===== src/ustc_pkg.sv =====
// Shared constants, tables and widths for the seconds-to-calendar converter.
package ustc_pkg;

  localparam int BASE_YEAR = 2000;

  localparam int SEC_W   = 32;
  localparam int DAY_W   = 16;
  localparam int TOD_W   = 17;
  localparam int DOY_W   = 9;
  localparam int K_W     = 8;
  localparam int YEAR_TAB = 140;

  localparam int SECOND_W = 6;
  localparam int MINUTE_W = 6;
  localparam int HOUR_W   = 5;
  localparam int DAY_OF_MONTH_W = 5;
  localparam int MONTH_W  = 4;
  localparam int YEAR_W   = 12;

  // Exact reciprocals: floor(x * M >> SH) == floor(x / D) over the input range.
  localparam logic [25:0] M675  = 26'd50903317;  // days:   (secs >> 7) / 675
  localparam int          SH675 = 35;
  localparam logic [16:0] M366  = 17'd91679;     // years:  days / 366, lower bound
  localparam int          SH366 = 25;
  localparam logic [13:0] M225  = 14'd9321;      // hours:  (tod >> 4) / 225
  localparam int          SH225 = 21;
  localparam logic [10:0] M15   = 11'd1093;      // minutes: (rem >> 2) / 15
  localparam int          SH15  = 14;

  localparam logic [9:0]  DAY_DIV   = 10'd675;
  localparam logic [11:0] SEC_HOUR  = 12'd3600;
  localparam logic [5:0]  SEC_MIN   = 6'd60;

  typedef logic [YEAR_TAB-1:0][DAY_W-1:0] ystart_tab_t;
  typedef logic [YEAR_TAB-1:0]            yleap_tab_t;
  typedef logic [11:0][DOY_W-1:0]         mstart_row_t;

  function automatic logic is_leap(int y);
    return ((y % 4) == 0 && (y % 100) != 0) || ((y % 400) == 0);
  endfunction

  function automatic ystart_tab_t build_year_start();
    ystart_tab_t t;
    int acc;
    acc = 0;
    for (int k = 0; k < YEAR_TAB; k++) begin
      t[k] = DAY_W'(acc);
      acc  = acc + (is_leap(BASE_YEAR + k) ? 366 : 365);
    end
    return t;
  endfunction

  function automatic yleap_tab_t build_year_leap();
    yleap_tab_t t;
    for (int k = 0; k < YEAR_TAB; k++) begin
      t[k] = is_leap(BASE_YEAR + k);
    end
    return t;
  endfunction

  localparam ystart_tab_t YEAR_START = build_year_start();
  localparam yleap_tab_t  YEAR_LEAP  = build_year_leap();

  // First day of each month within the year, December first in the list.
  localparam mstart_row_t MSTART_COMMON = {
    9'd334, 9'd304, 9'd273, 9'd243, 9'd212, 9'd181,
    9'd151, 9'd120, 9'd90,  9'd59,  9'd31,  9'd0
  };
  localparam mstart_row_t MSTART_LEAP = {
    9'd335, 9'd305, 9'd274, 9'd244, 9'd213, 9'd182,
    9'd152, 9'd121, 9'd91,  9'd60,  9'd31,  9'd0
  };

endpackage


===== src/ustc_secs_if.sv =====
// Input channel: one second count per beat.
interface ustc_secs_if;
  import ustc_pkg::*;

  logic             valid;
  logic             ready;
  logic [SEC_W-1:0] seconds_since_epoch;

  modport source (output valid, output seconds_since_epoch, input ready);
  modport sink   (input valid, input seconds_since_epoch, output ready);
endinterface


===== src/ustc_cal_if.sv =====
// Output channel: one broken-down date and time per beat.
interface ustc_cal_if;
  import ustc_pkg::*;

  logic                      valid;
  logic                      ready;
  logic [SECOND_W-1:0]       second_of_minute;
  logic [MINUTE_W-1:0]       minute_of_hour;
  logic [HOUR_W-1:0]         hour_of_day;
  logic [DAY_OF_MONTH_W-1:0] day_of_month;
  logic [MONTH_W-1:0]        month_index;
  logic [YEAR_W-1:0]         calendar_year;

  modport source (
    output valid, output second_of_minute, output minute_of_hour, output hour_of_day,
    output day_of_month, output month_index, output calendar_year, input ready
  );
  modport sink (
    input valid, input second_of_minute, input minute_of_hour, input hour_of_day,
    input day_of_month, input month_index, input calendar_year, output ready
  );
endinterface


===== src/utc_seconds_to_calendar_unit.sv =====
// Seconds-since-base-year to Gregorian date and time converter, top level.
// Takes one beat per clock unless the output beat is stalled, and returns one
// result beat per input beat, in order. The day split takes two stages (a
// reciprocal multiply by 1/675 after a shift by 7, then a remainder fix); the
// time of day and the date then run side by side for four stages each. The
// year comes from floor(days/366) plus at most one, checked against a table of
// year start days; the month from parallel compares with the month start
// table. The whole pipeline advances together and holds while the output beat
// waits, so a stall drops and repeats nothing.
module utc_seconds_to_calendar_unit (
  input  logic     clk,
  input  logic     rst,
  ustc_secs_if.sink  secs_ch,
  ustc_cal_if.source cal_ch
);
  import ustc_pkg::*;

  logic             en;
  logic             v2;
  logic [DAY_W-1:0] days2;
  logic [TOD_W-1:0] tod2;

  assign en            = !cal_ch.valid || cal_ch.ready;
  assign secs_ch.ready = en;

  ustc_daysplit u_daysplit (
    .clk       (clk),
    .rst       (rst),
    .en        (en),
    .in_valid  (secs_ch.valid),
    .secs      (secs_ch.seconds_since_epoch),
    .out_valid (v2),
    .days      (days2),
    .tod       (tod2)
  );

  ustc_clock u_clock (
    .clk              (clk),
    .en               (en),
    .tod              (tod2),
    .second_of_minute (cal_ch.second_of_minute),
    .minute_of_hour   (cal_ch.minute_of_hour),
    .hour_of_day      (cal_ch.hour_of_day)
  );

  ustc_date u_date (
    .clk           (clk),
    .rst           (rst),
    .en            (en),
    .in_valid      (v2),
    .days          (days2),
    .out_valid     (cal_ch.valid),
    .day_of_month  (cal_ch.day_of_month),
    .month_index   (cal_ch.month_index),
    .calendar_year (cal_ch.calendar_year)
  );
endmodule


===== src/ustc_daysplit.sv =====
// Two-stage split of the second count into whole days and second of day.
module ustc_daysplit (
  input  logic                      clk,
  input  logic                      rst,
  input  logic                      en,
  input  logic                      in_valid,
  input  logic [ustc_pkg::SEC_W-1:0] secs,
  output logic                      out_valid,
  output logic [ustc_pkg::DAY_W-1:0] days,
  output logic [ustc_pkg::TOD_W-1:0] tod
);
  import ustc_pkg::*;

  logic [24:0]      q0_next;
  logic [50:0]      prod;
  logic             v1;
  logic [DAY_W-1:0] est;
  logic [24:0]      q0;
  logic [6:0]       lo7;

  logic [25:0]      back;
  logic [24:0]      diff;
  logic [10:0]      r;
  logic             over;
  logic [10:0]      r_fix;

  assign q0_next = secs[SEC_W-1:7];
  assign prod    = 51'(q0_next) * 51'(M675);

  always_ff @(posedge clk) begin
    if (rst) begin
      v1        <= 1'b0;
      out_valid <= 1'b0;
    end else if (en) begin
      v1        <= in_valid;
      out_valid <= v1;
    end
  end

  always_ff @(posedge clk) begin
    if (en) begin
      est <= prod[SH675 +: DAY_W];
      q0  <= q0_next;
      lo7 <= secs[6:0];
    end
  end

  assign back  = 26'(est) * 26'(DAY_DIV);
  assign diff  = q0 - back[24:0];
  assign r     = diff[10:0];
  assign over  = r >= 11'(DAY_DIV);
  assign r_fix = over ? (r - 11'(DAY_DIV)) : r;

  always_ff @(posedge clk) begin
    if (en) begin
      days <= over ? (est + DAY_W'(1)) : est;
      tod  <= {r_fix[9:0], lo7};
    end
  end
endmodule


===== src/ustc_clock.sv =====
// Four-stage split of the second of day into hour, minute and second.
module ustc_clock (
  input  logic                          clk,
  input  logic                          en,
  input  logic [ustc_pkg::TOD_W-1:0]    tod,
  output logic [ustc_pkg::SECOND_W-1:0] second_of_minute,
  output logic [ustc_pkg::MINUTE_W-1:0] minute_of_hour,
  output logic [ustc_pkg::HOUR_W-1:0]   hour_of_day
);
  import ustc_pkg::*;

  logic [26:0]         hprod;
  logic [TOD_W-1:0]    tod3;
  logic [HOUR_W-1:0]   hour3;

  logic [TOD_W-1:0]    hsec;
  logic [TOD_W-1:0]    rem_full;
  logic [11:0]         rem4;
  logic [HOUR_W-1:0]   hour4;

  logic [20:0]         mprod;
  logic [11:0]         rem5;
  logic [HOUR_W-1:0]   hour5;
  logic [MINUTE_W-1:0] min5;

  logic [11:0]         msec;
  logic [11:0]         sec_full;

  assign hprod = 27'(tod[TOD_W-1:4]) * 27'(M225);

  always_ff @(posedge clk) begin
    if (en) begin
      tod3  <= tod;
      hour3 <= hprod[SH225 +: HOUR_W];
    end
  end

  assign hsec     = TOD_W'(hour3) * TOD_W'(SEC_HOUR);
  assign rem_full = tod3 - hsec;

  always_ff @(posedge clk) begin
    if (en) begin
      rem4  <= rem_full[11:0];
      hour4 <= hour3;
    end
  end

  assign mprod = 21'(rem4[11:2]) * 21'(M15);

  always_ff @(posedge clk) begin
    if (en) begin
      rem5  <= rem4;
      hour5 <= hour4;
      min5  <= mprod[SH15 +: MINUTE_W];
    end
  end

  assign msec     = 12'(min5) * 12'(SEC_MIN);
  assign sec_full = rem5 - msec;

  always_ff @(posedge clk) begin
    if (en) begin
      second_of_minute <= sec_full[SECOND_W-1:0];
      minute_of_hour   <= min5;
      hour_of_day      <= hour5;
    end
  end
endmodule


===== src/ustc_date.sv =====
// Four-stage split of the day count into year, month and day of month.
module ustc_date (
  input  logic                                clk,
  input  logic                                rst,
  input  logic                                en,
  input  logic                                in_valid,
  input  logic [ustc_pkg::DAY_W-1:0]          days,
  output logic                                out_valid,
  output logic [ustc_pkg::DAY_OF_MONTH_W-1:0] day_of_month,
  output logic [ustc_pkg::MONTH_W-1:0]        month_index,
  output logic [ustc_pkg::YEAR_W-1:0]         calendar_year
);
  import ustc_pkg::*;

  logic [32:0]        yprod;
  logic               v3;
  logic [DAY_W-1:0]   days3;
  logic [K_W-1:0]     klo3;

  logic [K_W-1:0]     khi;
  logic [DAY_W-1:0]   st_lo;
  logic [DAY_W-1:0]   st_hi;
  logic               ge;
  logic [K_W-1:0]     k_sel;
  logic [DAY_W-1:0]   doy_full;
  logic               v4;
  logic [K_W-1:0]     k4;
  logic [DOY_W-1:0]   doy4;
  logic               leap4;

  mstart_row_t        ms4;
  logic [MONTH_W-1:0] m_next;
  logic               v5;
  logic [K_W-1:0]     k5;
  logic [DOY_W-1:0]   doy5;
  logic               leap5;
  logic [MONTH_W-1:0] m5;

  mstart_row_t        ms5;
  logic [DOY_W-1:0]   dom_full;

  // Year offset is floor(days / 366) or one more.
  assign yprod = 33'(days) * 33'(M366);

  always_ff @(posedge clk) begin
    if (rst) begin
      v3        <= 1'b0;
      v4        <= 1'b0;
      v5        <= 1'b0;
      out_valid <= 1'b0;
    end else if (en) begin
      v3        <= in_valid;
      v4        <= v3;
      v5        <= v4;
      out_valid <= v5;
    end
  end

  always_ff @(posedge clk) begin
    if (en) begin
      days3 <= days;
      klo3  <= yprod[SH366 +: K_W];
    end
  end

  assign khi      = klo3 + K_W'(1);
  assign st_lo    = YEAR_START[klo3];
  assign st_hi    = YEAR_START[khi];
  assign ge       = days3 >= st_hi;
  assign k_sel    = ge ? khi : klo3;
  assign doy_full = days3 - (ge ? st_hi : st_lo);

  always_ff @(posedge clk) begin
    if (en) begin
      k4    <= k_sel;
      doy4  <= doy_full[DOY_W-1:0];
      leap4 <= YEAR_LEAP[k_sel];
    end
  end

  assign ms4 = leap4 ? MSTART_LEAP : MSTART_COMMON;

  always_comb begin
    m_next = '0;
    for (int i = 1; i < 12; i++) begin
      if (doy4 >= ms4[i]) m_next = MONTH_W'(i);
    end
  end

  always_ff @(posedge clk) begin
    if (en) begin
      k5    <= k4;
      doy5  <= doy4;
      leap5 <= leap4;
      m5    <= m_next;
    end
  end

  assign ms5      = leap5 ? MSTART_LEAP : MSTART_COMMON;
  assign dom_full = doy5 - ms5[m5];

  always_ff @(posedge clk) begin
    if (en) begin
      day_of_month  <= dom_full[DAY_OF_MONTH_W-1:0];
      month_index   <= m5;
      calendar_year <= YEAR_W'(BASE_YEAR) + YEAR_W'(k5);
    end
  end
endmodule

===== src/flat_wrapper.sv =====
// flat-port wrapper written by rule: the top's interface ports become plain ports
module utc_seconds_to_calendar_unit_flat import ustc_pkg::*;
  (clk, rst, secs_ch_valid, secs_ch_seconds_since_epoch, secs_ch_ready, cal_ch_valid, cal_ch_second_of_minute, cal_ch_minute_of_hour, cal_ch_hour_of_day, cal_ch_day_of_month, cal_ch_month_index, cal_ch_calendar_year, cal_ch_ready);
  ustc_secs_if secs_ch_i ();
  ustc_cal_if cal_ch_i ();
  input  logic clk;
  input  logic rst;
  input wire logic [$bits(secs_ch_i.valid)-1:0] secs_ch_valid;
  input wire logic [$bits(secs_ch_i.seconds_since_epoch)-1:0] secs_ch_seconds_since_epoch;
  output wire logic [$bits(secs_ch_i.ready)-1:0] secs_ch_ready;
  output wire logic [$bits(cal_ch_i.valid)-1:0] cal_ch_valid;
  output wire logic [$bits(cal_ch_i.second_of_minute)-1:0] cal_ch_second_of_minute;
  output wire logic [$bits(cal_ch_i.minute_of_hour)-1:0] cal_ch_minute_of_hour;
  output wire logic [$bits(cal_ch_i.hour_of_day)-1:0] cal_ch_hour_of_day;
  output wire logic [$bits(cal_ch_i.day_of_month)-1:0] cal_ch_day_of_month;
  output wire logic [$bits(cal_ch_i.month_index)-1:0] cal_ch_month_index;
  output wire logic [$bits(cal_ch_i.calendar_year)-1:0] cal_ch_calendar_year;
  input wire logic [$bits(cal_ch_i.ready)-1:0] cal_ch_ready;
  assign secs_ch_i.valid = secs_ch_valid;
  assign secs_ch_i.seconds_since_epoch = secs_ch_seconds_since_epoch;
  assign secs_ch_ready = secs_ch_i.ready;
  assign cal_ch_valid = cal_ch_i.valid;
  assign cal_ch_second_of_minute = cal_ch_i.second_of_minute;
  assign cal_ch_minute_of_hour = cal_ch_i.minute_of_hour;
  assign cal_ch_hour_of_day = cal_ch_i.hour_of_day;
  assign cal_ch_day_of_month = cal_ch_i.day_of_month;
  assign cal_ch_month_index = cal_ch_i.month_index;
  assign cal_ch_calendar_year = cal_ch_i.calendar_year;
  assign cal_ch_i.ready = cal_ch_ready;
  utc_seconds_to_calendar_unit u_core (.clk(clk), .rst(rst), .secs_ch(secs_ch_i), .cal_ch(cal_ch_i));
endmodule

===== config.mk =====
export PLATFORM = sky130hd
export DESIGN_NAME = utc_seconds_to_calendar_unit_flat
export DESIGN_NICKNAME = d
export VERILOG_FILES = /design/src/ustc_pkg.sv /design/src/ustc_secs_if.sv /design/src/ustc_cal_if.sv /design/src/utc_seconds_to_calendar_unit.sv /design/src/ustc_daysplit.sv /design/src/ustc_clock.sv /design/src/ustc_date.sv /design/src/flat_wrapper.sv
export SDC_FILE = /design/constraint.sdc
export NUM_CORES = 2
export LEC_CHECK = 0
export ABC_AREA = 1
export BUFFER_PORTS_ARGS = -buffer_cell sky130_fd_sc_hd__clkbuf_2
export CORE_ASPECT_RATIO = 0.75
export CORE_MARGIN = 3
export CORE_UTILIZATION = 51
export CTS_BUF_LIST = sky130_fd_sc_hd__clkbuf_8
export CTS_CLUSTER_DIAMETER = 100
export DETAILED_ROUTE_END_ITERATION = 10
export GPL_ROUTABILITY_DRIVEN = 0
export MAX_ROUTING_LAYER = met4
export PLACE_DENSITY = 0.66
export SYNTH_ARGS = -nofsm -noshare
export SYNTH_HDL_FRONTEND = slang
export SYNTH_SLANG_ARGS = --single-unit
export TNS_END_PERCENT = 1

===== constraint.sdc =====
create_clock -name clk -period 23.3 [get_ports clk]
set_clock_uncertainty 0.05 [all_clocks]
set_input_delay 3.495 -clock clk [delete_from_list [all_inputs] [get_ports clk]]
set_output_delay 3.495 -clock clk [all_outputs]
set_load 0.03 [all_outputs]

==> results.toml <==
[sta]
setup_tns_ns = 0
fmax_mhz = 114
setup_viol = 0
slew_headroom = 0.179
hold_viol = 0
slew_violations = 0
finalCriticalPeriod_ns = 8.77
rsz0062_at_grt = "no"
timing.hold.ws_ns = 0.363
tightest_slew_ns = 1.23
period_share = 0.376

[synth]
synthTopCellsByCount = "809 x inv_1, 666 x ha_1, 626 x nand2_1"
synth_warnings = 0
synthTopCellsByArea = "ha_1 25%, fa_1 20%, edfxtp_1 19%"
yosys_register_bits = 230
syn_area_mm2 = 0.0332
yosys.area.top_type = "ha_1"
ys_types = 63
ys_seq_area_frac = 0.204
async_flop_share = 0
synth_top_flop_cell = "edfxtp_1"
synth_nets = 4799
synth_most_common_cell = "inv_1"
postSynthCellCount = 3772
synth-edff-count = 215
post-synth-top-area-fraction = 0.251
synth.avg_cell_area_um2 = 8.79

[grt]
grt_overflow = 0
grt_first_pass_wirelength_um = 131000
grt_pass1_vias = 24600
antenna_found_initial = 2
grt_util_all_layers = 0.249
grt_max_degree = 57

[routing]
vias_per_cell = 5.32
drt-initial-drc-count = 2172
wl_um = 80300
via_count = 25200
drt-pass1-iter-count = 6
antenna_left = 0
drc_errors = 0
routedWlPerCell_um = 16.9

[die]
start_util = 0.518
core.rowCount = 80
pin_count = 76
die_x_um = 300
dieHeight_um = 227
coreArea_mm2 = 0.0640
dieArea_mm2 = 0.0682

[finish]
layout.cells.non_filler = 4743
final_nets = 4875
drive_above_1_share = 0.0446
final_area_mm2 = 0.0352
areaGrowthSynthToFinish_pct = 6.15

[worst_setup_path]
cp_common_cell = "fa_1"
cpPeakStageDelay_ns = 0.55
r2r_slack_ns = 15.19
crit_fanout = 9
critPathCaptureType = "register"
required_ns = 23.57
crit_family = "adder cells"
crit_chain = "clkbuf_2 > fa_1 > ha_1 > inv_1 > fa_1 > inv_1 > fa_1 > inv_1 > fa_1 > inv_1 > fa_1 > fa_1 > ha_1 > a21oi_1 > o21ai_0 > a211o_1 > o21bai_1 > nand3_1 > a21o_1 > a21oi_1 > xor2_1"
startpoint_type = "input pin"
worstPathBufferInverterCount = 5
timing.critical_path.slowest_stage_cell = "fa_1"
crit_type = "in2reg"
critPathArrivalTime_ns = 9.04

[clocking]
cts.sinks = 230
cts.path.max_buffers = 3
cts_root_buffer = "clkbuf_8"
cts_setup_buffers = 0
clk_pin_slew_ns = 0.06
cts_tree = "yes"
hold_buffers = 0
cts_buffers = 43
clk_latency_ns = 0.61
postCtsResizedCells = 0
cts_max_level = 2

[hold_path]
holdCritPathClass = "reg2reg"

[placed_design]
placed_area_mm2 = 0.0344
dp_cells = 4664
numPortBuffers = 75
dp_hpwl_um = 66400

[outcome]
status = "complete, no violations"

[run]
maxCapViolCount = 0
## registers in the layout, indices dropped and copies added, names as in the netlist, 9 cells and up
signal / cells
u_core.u_date.st_lo: 9
u_core.u_clock.rem4: 12
u_core.u_daysplit.tod: 17
u_core.u_daysplit.est: 16
u_core.u_clock.tod3: 12
u_core.u_date.calendar_year: 11
u_core.u_daysplit.days: 16
u_core.u_date.days3: 16
u_core.u_daysplit.q0: 11
u_core.u_date.doy4: 9
## cell type report
class,instances,area (um^2)
clock inverter,35,170
fill,5904,28800
sequential,230,6760
tap,861,1080
timing repair buffer,85,450
antenna,1,2.50
inverter,817,3070
clock buffer,43,592
multi-input combinational,2671,23100
## path summary, 6_finish.rpt
check / endpoint / depth (start not counted) / start
worst max-delay path: u_core.u_daysplit.est[15] / 21 / secs_ch_seconds_since_epoch[19]
worst min-delay path: u_core.u_date.k5[7] / 0 / u_core.u_date.k4[7]
worst max register to register: u_core.u_date.doy4[8] / 33 / u_core.u_date.klo3[0]
worst min register to register: u_core.u_date.k5[7] / 0 / u_core.u_date.k4[7]
## metrics by stage
stage / setup slack (ns) / util
final: 14.53 / 0.550
after floorplan: 9.79 / -
after detailed placement: 13.96 / 0.538
after CTS: 14.58 / 0.550
after global placement: 14.00 / 0.538
after global routing: 14.26 / 0.550
## cells by family after synthesis
logic type	Yosys count	synth area share
AND/OR/NAND/NOR	1117	0.141
AO/OA/AOI/OAI	455	0.0784
flip-flops	230	0.204
multiplexers	1	0.000340
buffers and inverters	871	0.100
adder cells (fa/ha/maj)	991	0.447
XOR/XNOR	107	0.0287
## placed cells by master, fill, tap and decap left out, drive strengths merged, types with 12 or more instances in the layout
cell,synthesis,final
nand3,207,207
clkinv,4,22
clkbuf,22,118
ha,666,666
nand4,28,28
nor3,32,32
o211ai,17,17
o21ai,155,155
fa,325,325
a21oi,193,193
nand2,631,631
xnor2,37,37
nor2,191,191
a31oi,12,12
dfxtp,15,15
inv,813,827
xor2,70,70
edfxtp,215,215
o21bai,14,14
## worst reg2reg max path, delay by kind of cell (launching register included)
family	cells	cell delay, ns
adder cells (fa/ha/maj)	5	1.94
AND/OR/NAND/NOR	10	1.82
AO/OA/AOI/OAI	10	1.60
buffers and inverters	5	0.85
flip-flops	1	0.68
multiplexers	1	0.47
XOR/XNOR	2	0.41
## layer usage
| metal | global-route usage | up-vias | share of wire |
|---|---|---|---|
| met4 | 0.0438 | 0 | 0.016 |
| met3 | 0.0556 | 96 | 0.091 |
| met5 | - | - | 0 |
| met2 | 0.352 | 954 | 0.40 |
| met1 | 0.368 | 11800 | 0.49 |
| li1 | - | 12400 | - |
Power is left out: the tool's default activity adds up to more than one toggle a clock period on the data nets, which glitch-free logic cannot reach.
